`src/design/deq_pkg.sv`:
```
// Package for the double-ended queue: request codes and fixed port widths.
// No dependencies; imported by double_ended_queue and tb_top.
`timescale 1ns / 1ps

package deq_pkg;

  localparam int FUNC_W  = 2;
  localparam int DATA_W  = 32;
  localparam int INDEX_W = 4;
  localparam int COUNT_W = 5;

  typedef logic [FUNC_W-1:0] func_t;

  localparam func_t FUNC_PUSH_BACK = 2'd0;
  localparam func_t FUNC_POP_FRONT = 2'd1;
  localparam func_t FUNC_POP_BACK  = 2'd2;
  localparam func_t FUNC_READ_AT   = 2'd3;

  // Status carried from the request cycle to the result cycle.
  typedef struct packed {
    logic               hit;
    logic               overflow;
    logic [COUNT_W-1:0] count;
    logic               empty;
  } res_stat_t;

endpackage

```
`src/design/double_ended_queue.sv`:
```
// Double-ended queue top level: ring of DEPTH entries in one synchronous memory.
// Depends on deq_pkg for request codes, port widths and the result status struct.
// A result strobes on done in the cycle after its request is accepted.
// Throughput: one request per cycle; the ring pointers update in the accept cycle
//   and the memory serves at most one write (push) or one read (pop, read) per request.
// busy stays low; every start is taken.
// Reset (rst, synchronous): empties the queue and zeroes the head; memory contents
//   are left as they are and are only read once written.
`timescale 1ns / 1ps

module double_ended_queue
  import deq_pkg::*;
#(
  parameter int DEPTH = 16,
  parameter int WIDTH = 32
) (
  input  logic               clk,
  input  logic               rst,
  input  logic               start,
  output logic               busy,
  input  func_t              func,
  input  logic [DATA_W-1:0]  value,
  input  logic [INDEX_W-1:0] index,
  output logic               done,
  output logic [DATA_W-1:0]  data,
  output logic               valid_res,
  output logic               overflow,
  output logic [COUNT_W-1:0] count,
  output logic               empty_res
);

  localparam int PTR_W = (DEPTH > 1) ? $clog2(DEPTH) : 1;
  localparam int CNT_W = $clog2(DEPTH + 1);
  localparam int SUM_W = CNT_W + 1;
  localparam int CMP_W = (CNT_W > INDEX_W) ? CNT_W : INDEX_W;

  // Entry storage: one write port, one registered read port.
  logic [WIDTH-1:0] mem [DEPTH];
  logic [WIDTH-1:0] rd_data;

  // Ring state.
  logic [PTR_W-1:0] head, head_next;
  logic [CNT_W-1:0] occ, occ_next;

  // Result stage.
  res_stat_t stat, stat_next;

  logic             accept;
  logic             wr_en, rd_en;
  logic [PTR_W-1:0] wr_addr, rd_addr;
  logic [WIDTH-1:0] value_w;
  logic             full, idx_hit;
  logic [63:0]      rd_wide;

  // Map an offset from the front onto a ring slot; offsets stay at or below DEPTH,
  // so a single compare and subtract wraps the sum.
  function automatic logic [PTR_W-1:0] slot_at(input logic [PTR_W-1:0] base,
                                               input logic [CNT_W-1:0] offset);
    logic [SUM_W-1:0] sum;
    sum = SUM_W'(base) + SUM_W'(offset);
    if (sum >= SUM_W'(DEPTH)) begin
      sum = sum - SUM_W'(DEPTH);
    end
    return sum[PTR_W-1:0];
  endfunction

  assign busy    = 1'b0;
  assign accept  = start && !busy;
  assign value_w = WIDTH'(64'(value));
  assign full    = (occ == CNT_W'(DEPTH));
  assign idx_hit = (CMP_W'(index) < CMP_W'(occ));

  // Decode the request: pick the memory access and the next ring state.
  always_comb begin
    head_next = head;
    occ_next  = occ;
    wr_en     = 1'b0;
    rd_en     = 1'b0;
    wr_addr   = slot_at(head, occ);
    rd_addr   = head;
    stat_next = '0;
    unique case (func)
      FUNC_PUSH_BACK: begin
        if (full) begin
          stat_next.overflow = 1'b1;  // drop the value, keep the state
        end else begin
          wr_en    = accept;
          occ_next = occ + 1'b1;
        end
      end
      FUNC_POP_FRONT: begin
        if (occ != '0) begin
          rd_en         = accept;
          rd_addr       = head;
          stat_next.hit = 1'b1;
          occ_next      = occ - 1'b1;
          head_next     = slot_at(head, CNT_W'(1));
        end
      end
      FUNC_POP_BACK: begin
        if (occ != '0) begin
          rd_en         = accept;
          rd_addr       = slot_at(head, occ - 1'b1);
          stat_next.hit = 1'b1;
          occ_next      = occ - 1'b1;
        end
      end
      FUNC_READ_AT: begin
        if (idx_hit) begin
          rd_en         = accept;
          rd_addr       = slot_at(head, CNT_W'(index));
          stat_next.hit = 1'b1;
        end
      end
      default: begin
      end
    endcase
    // A drained queue restarts at slot zero.
    if (occ_next == '0) begin
      head_next = '0;
    end
    stat_next.count = COUNT_W'(occ_next);
    stat_next.empty = (occ_next == '0);
  end

  // Memory write and registered read; one request never does both.
  always_ff @(posedge clk) begin
    if (wr_en) begin
      mem[wr_addr] <= value_w;
    end
  end

  always_ff @(posedge clk) begin
    if (rd_en) begin
      rd_data <= mem[rd_addr];
    end
  end

  // Advance ring state and the result stage on each transfer.
  always_ff @(posedge clk) begin
    if (rst) begin
      head <= '0;
      occ  <= '0;
      done <= 1'b0;
    end else begin
      done <= accept;
      if (accept) begin
        head <= head_next;
        occ  <= occ_next;
      end
    end
  end

  always_ff @(posedge clk) begin
    if (accept) begin
      stat <= stat_next;
    end
  end

  // Zero the data field when no entry came out of the ring.
  assign rd_wide   = 64'(rd_data);
  assign data      = stat.hit ? rd_wide[DATA_W-1:0] : '0;
  assign valid_res = stat.hit;
  assign overflow  = stat.overflow;
  assign count     = stat.count;
  assign empty_res = stat.empty;

  // Occupancy never runs past the ring size.
  a_occ_bound: assert property (@(posedge clk) disable iff (rst)
    occ <= CNT_W'(DEPTH))
    else $error("occupancy exceeds DEPTH");

  // An empty ring always has its head at slot zero.
  a_head_home: assert property (@(posedge clk) disable iff (rst)
    (occ == '0) |-> (head == '0))
    else $error("empty queue with head away from slot zero");

  // A dropped push delivers no entry and leaves a non-empty queue.
  a_ovf_result: assert property (@(posedge clk) disable iff (rst)
    (done && overflow) |-> (!valid_res && !empty_res))
    else $error("overflow result carries an entry or reports empty");

  // Each accepted request yields exactly one result on the next cycle.
  a_one_result: assert property (@(posedge clk) disable iff (rst)
    accept |=> done)
    else $error("accepted request produced no result");

endmodule

```
`config.mk`:
```
export PLATFORM = sky130hd
export DESIGN_NAME = double_ended_queue
export DESIGN_NICKNAME = d
export VERILOG_FILES = /design/src/design/deq_pkg.sv /design/src/design/double_ended_queue.sv
export SDC_FILE = /design/constraint.sdc
export NUM_CORES = 1
export LEC_CHECK = 0
export ABC_CLOCK_PERIOD_IN_PS = 4400
export CAP_MARGIN = 20
export CORE_MARGIN = 2
export CORE_UTILIZATION = 58
export DETAILED_ROUTE_END_ITERATION = 16
export DONT_BUFFER_PORTS = 1
export PLACE_DENSITY = 0.74
export RECOVER_POWER = 100
export SYNTH_ARGS = -nofsm -noshare
export SYNTH_HDL_FRONTEND = slang
export SYNTH_SLANG_ARGS = --single-unit
```
`constraint.sdc`:
```
create_clock -name clk -period 4.4 [get_ports clk]
set_clock_uncertainty 0.2 [all_clocks]
set_input_delay 0 -clock clk [delete_from_list [all_inputs] [get_ports clk]]
set_output_delay 0 -clock clk [all_outputs]
set_load 0.005 [all_outputs]
```
# Word level (Yosys, flattened, before mapping)
# Memory sizes are Yosys's and may differ from the RTL's. A register that Yosys moved wholly into a read port is not among the register bits.
# Cells that the tools add are included.
# op_classes
add_sub_neg	10
order_cmp	5
eq_ne	4
muxes	25
n_reduce_logical	7
# ops
cell	count
4-bit two-way mux	9
32-bit two-way mux	1
4-bit by 1-bit subtractor with 4-bit output, second input constant	4
4-bit by 5-bit adder with 6-bit output	2
6-bit by 5-bit greater-or-equal comparator with 1-bit output, second input constant	2
5-bit greater-or-equal comparator, second input constant	2
5-bit two-way mux	2
5-bit case mux with 2 select lines	1
1-bit two-way mux	9
4-bit case mux with 2 select lines	1
4-bit by 1-bit adder with 5-bit output, second input constant	1
4-bit by 4-bit adder with 5-bit output	1
5-bit by 1-bit adder with 5-bit output, second input constant	1
5-bit equality test, second input constant	1
5-bit logical NOT	1
4-bit by 5-bit < comparator with 1-bit output	1
5-bit nonzero test	1
5-bit by 1-bit subtractor with 5-bit output, second input constant	1
2-bit equality test, second input constant	2
1-bit case mux with 2 select lines	2
2-bit nonzero test	2
3-bit AND reduction	1
2-bit by 1-bit equality test with 1-bit output, second input constant	1
2-bit logical NOT	1
2-bit OR reduction	1
# word_totals
reg_bits	18
mem_bits_rw	512
in_bits	41
output_inout_bits	42
wordCells	59
memories	1
# memory_table
memory	words	width	rd	rd_ports_with_merged_regs	wr	line_no	text
mem	16	32	1	1	1	double_ended_queue.sv:38	logic [WIDTH-1:0] mem [DEPTH];

# Logic depth before layout (Yosys ltp)
# Gate-level depths: netlist of the first run.
# logic_depth
depth_word	6
ltp_mapped	15

# Worst setup path after synthesis of the first run
# No wires, ideal clock.
# synth_timing
path_type	register to register
startpoint	register occ[0]
endpoint	memory mem[1][0] (enable)
setup_ns	0.421
t_arrival_ns	3.113
path_slack_ns	0.666
stages_incl_launch_ff	9
path_buffers	1
period_less_slack_ns	3.734
cell_sequence	dfxtp_1 buf_4 inv_1 ha_1 nor3b_2 a21oi_1 nand2_1 or3_1 nor2_1
# synth_between
elab_chain_len	5
word_cells_on_any_way	9
classes_between	2 x add/sub; 1 x order compare; 1 x eq/ne; 5 x mux
# synth_rtl
item	line_no	text
start: declaration	double_ended_queue.sv:43	logic [CNT_W-1:0] occ, occ_next;
start signal: assignment	double_ended_queue.sv:149	occ <= occ_next;
parallel branches: the longest is 5 deep, another holds 4-bit by 5-bit adder with 6-bit output	--	
end: declaration	double_ended_queue.sv:38	
# Several ways; the timed one is not identified.

# Final worst setup path of the first run
# layout_timing
startpoint	register occ[1]
endpoint	memory mem[3][13] (enable)
# The elaborated chain is that of the path after synthesis.

==> results.md, run 1 <==
- CTS buffer count: 54
- Post-place setup slack: 0.361 ns
- First DRT Iteration DRCs: approximately 1.3k
- Die Ht: approximately 200 um
- Failing checks: capacitance limit, slew limit
- GPL Wtd Cong: slightly above 0.8
- Final period util: 0.952
- Worst slew margin: -0.147
- Die width: a little over 200 um
- Post-synth EDFFs: 552
- Clk_lat worst skew: 0.61 ns
- R2r setup slk: approximately 0.21 ns
- CTS max path bufs: 3
- Critical hold path startpoint: value[25]
- Final cell count without fillers: 2183
- # Post-CTS Setup Buffers: 0
- IO Count: slightly above 80
- CTS resizes: 0
- # diodes: 0
- Worst hold path type: in2reg
- Die area: between 40000 and 50000 um^2
- TritonCTS clock tree: built
- Largest delay share family, worst path: simple AND/OR/NAND/NOR gates
- Total number of vias: 13.2k
- Hold Worst Slack: between 0.1 and 0.15 ns
- Cells after synthesis: 1576
- Depth of the worst register-to-register path: 7
- TNS Setup: 0 ns
- R2R Path End: mem[3][13]
- Total wire length: about 51000 um
- Grt total ovfl: 0
- HPWL after DPL: around 28000 um
- Leakage power: around 8.7 nW
- Final worst setup slack: approximately 0.21 ns
- Initial core utilization: 0.588
- Reg2Reg Launch Point: occ[1]
- Post-route ant nets: 0
- CP Launch Type: register
- CP endpoint kind: register
- Crit-path max cell delay: 0.93 ns
- Syn nets: 1639
- Worst-path fanout max: 19
- Achievable Freq: around 0.24 GHz
- Vias per cell: 6.06
- Worst path bufs/invs: 2
- Synth warnings: 0
- Core area: just under 40000 um^2
- Drt wl/cell: roughly 23 um
- Number of core rows: between 70 and 80
- H-tree levels: 2
- Critical path's slowest cell: nor2_2
- Max VDD drop: ~0.30 mV
- Fraction of layout cells with a size suffix above 1: 0.102
- Port Buffers: 0
- Min Tclk post-route: ~4.2 ns
- CTS sink count: 562
- Async SR Flop Fraction: 0
- Fin nets: 1687
- Hold Buf Count CTS: 41
- CTS Root Cell: clkbuf_16
- Vias in the first global route: about 13k
- Worst hold endpoint: mem[7][25]
- Critical path type: reg2reg
- Final hold vios: 0
- Wire length of the first global-routing pass: a little under 80000 um
- Synth cell types: 52
- Clk pin slew, worst setup/hold paths: approximately 0.060 ns
- Total track usage: 0.253
- Status: finished with violations
- Ordered cell list for the critical path: inv_1, ha_1, nor3b_2, a21oi_1, nand4b_1, nor2_2, buf_2
- Post-synth top flop: edfxtp_1
- Post-layout util: 0.661
- Final setup fails: 0
- Initial antenna violation count: 1
- CP Data Arrival Time: approximately 4.2 ns
- Slew @ Worst Pin: around 1.7 ns
- Drt first pass iters: 6
- Worst Hold Depth: 1
- DP Cell Count: 2045
- Fillcell total: 2664
- Pin count of the biggest net entering global routing: 92
- Register area share after synthesis: 0.736
- P&R area growth vs syn: 12.5%
- Drt drc: 0
- Final Max Slew Viols: 56
- Max_cap viols: 4
- Syn avg cell area: approximately 14 um^2
- Critical Path RT: about 4.4 ns
- Synth Cell Area: ~23000 um^2
- Power Density: 453 nW/um^2
- Unrepaired setup endpoints after global routing: false
- FF+latch count, synth: roughly 560
cells in the final DEF (no fill, tap or decap), types with 10 or more instances in the layout:
master and count:
a21oi_1 44, a221oi_2 32, a31oi_1 32, a32oi_1 33, and2_0 37, buf_12 12
buf_4 15, clkbuf_1 18, clkbuf_16 55, clkbuf_2 10, dfxtp_1 10, dlygate4sd3_1 41
edfxtp_1 552, ha_1 19, inv_1 14, mux2i_1 104, nand2_1 397, nand3_1 68
nor2_1 22, o22ai_1 32
registers in the layout (all words and copies together) (netlist names):
name	count
count	5
done	1
empty_res	1
head	4
mem	512
occ	5
overflow	1
rd_data	32
valid_res	1
cells in the mapped netlist (7+ instances only):
library cell    n  area (um^2)
dfxtp_1        10          200
o22ai_1        32          200
buf_6          10          113
ha_1           19          238
mux2i_1       104         1040
inv_1          14         52.6
nor2_1         35          131
a32oi_1        33          289
xnor2_1         9         78.8
and2_1         40          250
nand3_1        68          340
a31oi_1        32          200
edfxtp_1      552        16600
nand2_1       397         1490
a21oi_1        45          225
buf_4           7         52.6
buf_2          21          105
a221oi_2       32          480
clkbuf_1       48          180
cell families (layout without fill, tap and decap cells):
kind of cell / Yosys count / in the layout / synth area share
adders and majority gates: 22 / 22 / 0.0131
other: 1 / 1 / 0.000165
DFF: 562 / 562 / 0.736
and+or+nand+nor: 566 / 566 / 0.105
muxes: 104 / 104 / 0.0457
AOI/OAI and AO/OA: 201 / 201 / 0.0711
buffers and inverters: 106 / 195 / 0.0231
xor gates and xnor gates: 14 / 14 / 0.00538
layout make-up:
| type | count | area, um^2 | share of cell area |
|---|---|---|---|
| flip-flops and latches | 562 | 16800 | 0.655 |
| repair buffers | 84 | 845 | 0.0330 |
| inverters | 14 | 52.6 | 0.00205 |
| clock buffers | 70 | 1430 | 0.0559 |
| clock inverters | 27 | 284 | 0.0111 |
| well taps | 518 | 648 | 0.0253 |
| multi-input cells | 908 | 5580 | 0.218 |
worst reg2reg max path, delay by kind of cell (launching register included):
kind | cells | cell delay, ns
simple gates | 3 | 1.58
buf+inv | 2 | 0.87
flops | 1 | 0.47
compound gates | 1 | 0.42
fa+ha+maj | 1 | 0.26
where the power goes:
part / internal, mW / total (mW) / switching [mW]
combinational: 0.398 / 1.11 / 0.707
sequential: 5.96 / 5.99 / 0.0257
clock: 2.59 / 4.51 / 1.92
total: 8.95 / 11.6 / 2.66
how the worst max path moves through the flow:
| stage | start | to | slack [ns] | cells after the start |
|---|---|---|---|---|
| after global placement | occ[2] | rd_data[22] | 0.45 | 11 |
| after CTS | occ[2] | rd_data[11] | 0.32 | 10 |
| after global routing | occ[1] | rd_data[12] | 0.006 | 11 |
| after detailed placement | occ[2] | rd_data[11] | 0.36 | 10 |
| final | occ[1] | mem[3][13] | 0.21 | 7 |
| after floorplan | occ[0] | mem[1][0] | 0.67 | 8 |
layer usage:
metal | up-vias | wire length [um] | GRT usage
li1 | 5992 | - | -
met1 | 6650 | 20800 | 0.342
met2 | 496 | 25200 | 0.426
met3 | 90 | 3650 | 0.0422
met4 | 2 | 1310 | 0.0798
met5 | - | 11 | 0
metrics by stage:
step,cell area (um^2),power [mW]
2_1_floorplan,22800,6.85
3_3_place_gp,23700,7.09
3_5_place_dp,23700,7.11
4_1_cts,25800,11.7
5_1_grt,25600,12.0
6_report,25600,11.6
No activity file was read; power rests on OpenSTA's default activity.
==> inputs of run 2 (changes only) <==
- GPL_TIMING_DRIVEN: unset -> 0
==> results.md, run 2 (synthesized netlist as in run 1, its figures left out) <==
- CP Launch Type: register
- Worst hold path type: in2reg
- Critical path type: reg2reg
- CTS Root Cell: clkbuf_16
- Die Ht: approximately 200 um
- Final period util: 0.966
- Total track usage: 0.269
- # diodes: 0
- Status: finished with violations
- CP endpoint kind: register
- IO Count: 83
- Max VDD drop: around 0.3 mV
- Die area: 40900 um^2
- Achievable Freq: ~0.24 GHz
- Vias per cell: 6.17
- TNS Setup: 0 ns
- H-tree levels: 2
- Core area: 38700 um^2
- Max reg flops: between 500 and 600
- Fraction of layout cells with a size suffix above 1: 0.0981
- Total wire length: between 50000 and 60000 um
- Drt wl/cell: approximately 24 um
- GPL Wtd Cong: a little under 0.9
- Worst-path fanout max: 10
- Slew @ Worst Pin: around 1.9 ns
- Clk_lat worst skew: a little under 0.6 ns
- First DRT Iteration DRCs: 1470
- Number of core rows: 72
- Leakage power: roughly 8.8 nW
- Clk pin slew, worst setup/hold paths: around 0.06 ns
- Worst slew margin: -0.274
- CTS buffer count: 55
- Top flop regs: mem x512, rd_data x32
- Failing checks: capacitance limit, slew limit
- Wire length of the first global-routing pass: just over 80000 um
- Top reg by flops: mem
- P&R area growth vs syn: 13.0%
- Initial antenna violation count: 0
- # Post-CTS Setup Buffers: 0
- Final Max Slew Viols: 58
- CTS max path bufs: 3
- Fin nets: between 1.5k and 2k
- Initial core utilization: 0.588
- CTS sink count: between 500 and 600
- Unrepaired setup endpoints after global routing: false
- Total number of vias: between 10k and 15k
- Die width: a little over 200 um
- TritonCTS clock tree: built
- Hold Worst Slack: approximately 0.025 ns
- CP Data Arrival Time: around 4.4 ns
- Drt first pass iters: 6
- Final setup fails: 0
- Most frequent cells in the layout: edfxtp_1 (552), nand2_1 (397), mux2i_1 (104)
- Post-route ant nets: 0
- Critical Path RT: around 4.5 ns
- Vias in the first global route: between 10k and 15k
- HPWL after DPL: about 34000 um
- Drt drc: 0
- Power Density: between 400 and 500 nW/um^2
- Port Buffers: 0
- Final hold vios: 0
- Grt total ovfl: 0
- Most common cell after layout, fill and taps aside: edfxtp_1
- Max_cap viols: 4
- Min Tclk post-route: between 4 and 5 ns
- Pin count of the biggest net entering global routing: 25
[run 2: final timing paths]
path / endpoint / slack (ns) / cells past startpoint / from
worst max register to register: rd_data[28] / 0.15 / 13 / occ[0]
worst max-delay path: rd_data[28] / 0.15 / 13 / occ[0]
worst min-delay path: count[0] / 0.02 / 4 / func[1]
worst min register to register: occ[1] / 0.46 / 2 / occ[1]
[run 2: through the flow]
stage | instances | worst slack [ns] | util | total power, mW | cell area (um^2)
CTS | 2251 | 0.156 | 0.672 | 11.7 | 26000
global route | 2251 | 0.0156 | 0.665 | 12.0 | 25700
finish | 2251 | 0.148 | 0.665 | 11.6 | 25700
global placement | 2094 | -1.07 | 0.605 | 7.18 | 23400
floorplan | 1576 | 0.666 | - | 6.85 | 22800
detailed placement | 2112 | 0.189 | 0.618 | 7.22 | 24000
[run 2: report_power, final]
group          internal (mW)  leakage (nW)  switching, mW
registers               5.96          5.06         0.0187
logic                  0.400          2.88          0.811
clock network           2.52         0.824           1.92
[run 2: metal layers]
| layer | vias up | part of all wire | track usage |
|---|---|---|---|
| met5 | - | 0 | 0 |
| met4 | 0 | 0.032 | 0.0959 |
| met3 | 123 | 0.091 | 0.0530 |
| met2 | 775 | 0.48 | 0.437 |
| met1 | 6856 | 0.40 | 0.368 |
| li1 | 6125 | - | - |
[run 2: timing repair]
item	CTS	global route
hold endpoints to repair	542	0
hold buffers	39	0
endpoints found under the setup margin	0	2
gates resized for setup	0	3
[run 2: layout make-up]
cell class	instances	area, um^2
clock inverter	33	226
clock buffer	67	1460
tap	518	648
buffer	92	474
inverter	14	52.6
timing repair buffer	57	643
multi-input combinational	908	5470
sequential	562	16800
fill	2742	13000
[run 2: critical path, cell delays in order (launching register included)]
cell	delay, ns
dfxtp_1	0.37
buf_4	0.20
inv_1	0.10
ha_1	0.27
nor3b_2	0.22
nor2b_1	0.16
a221o_2	0.45
a221o_1	0.30
buf_4	0.19
nand2_1	0.17
clkbuf_1	0.63
o22ai_1	0.16
a221oi_1	0.41
a21oi_1	0.13
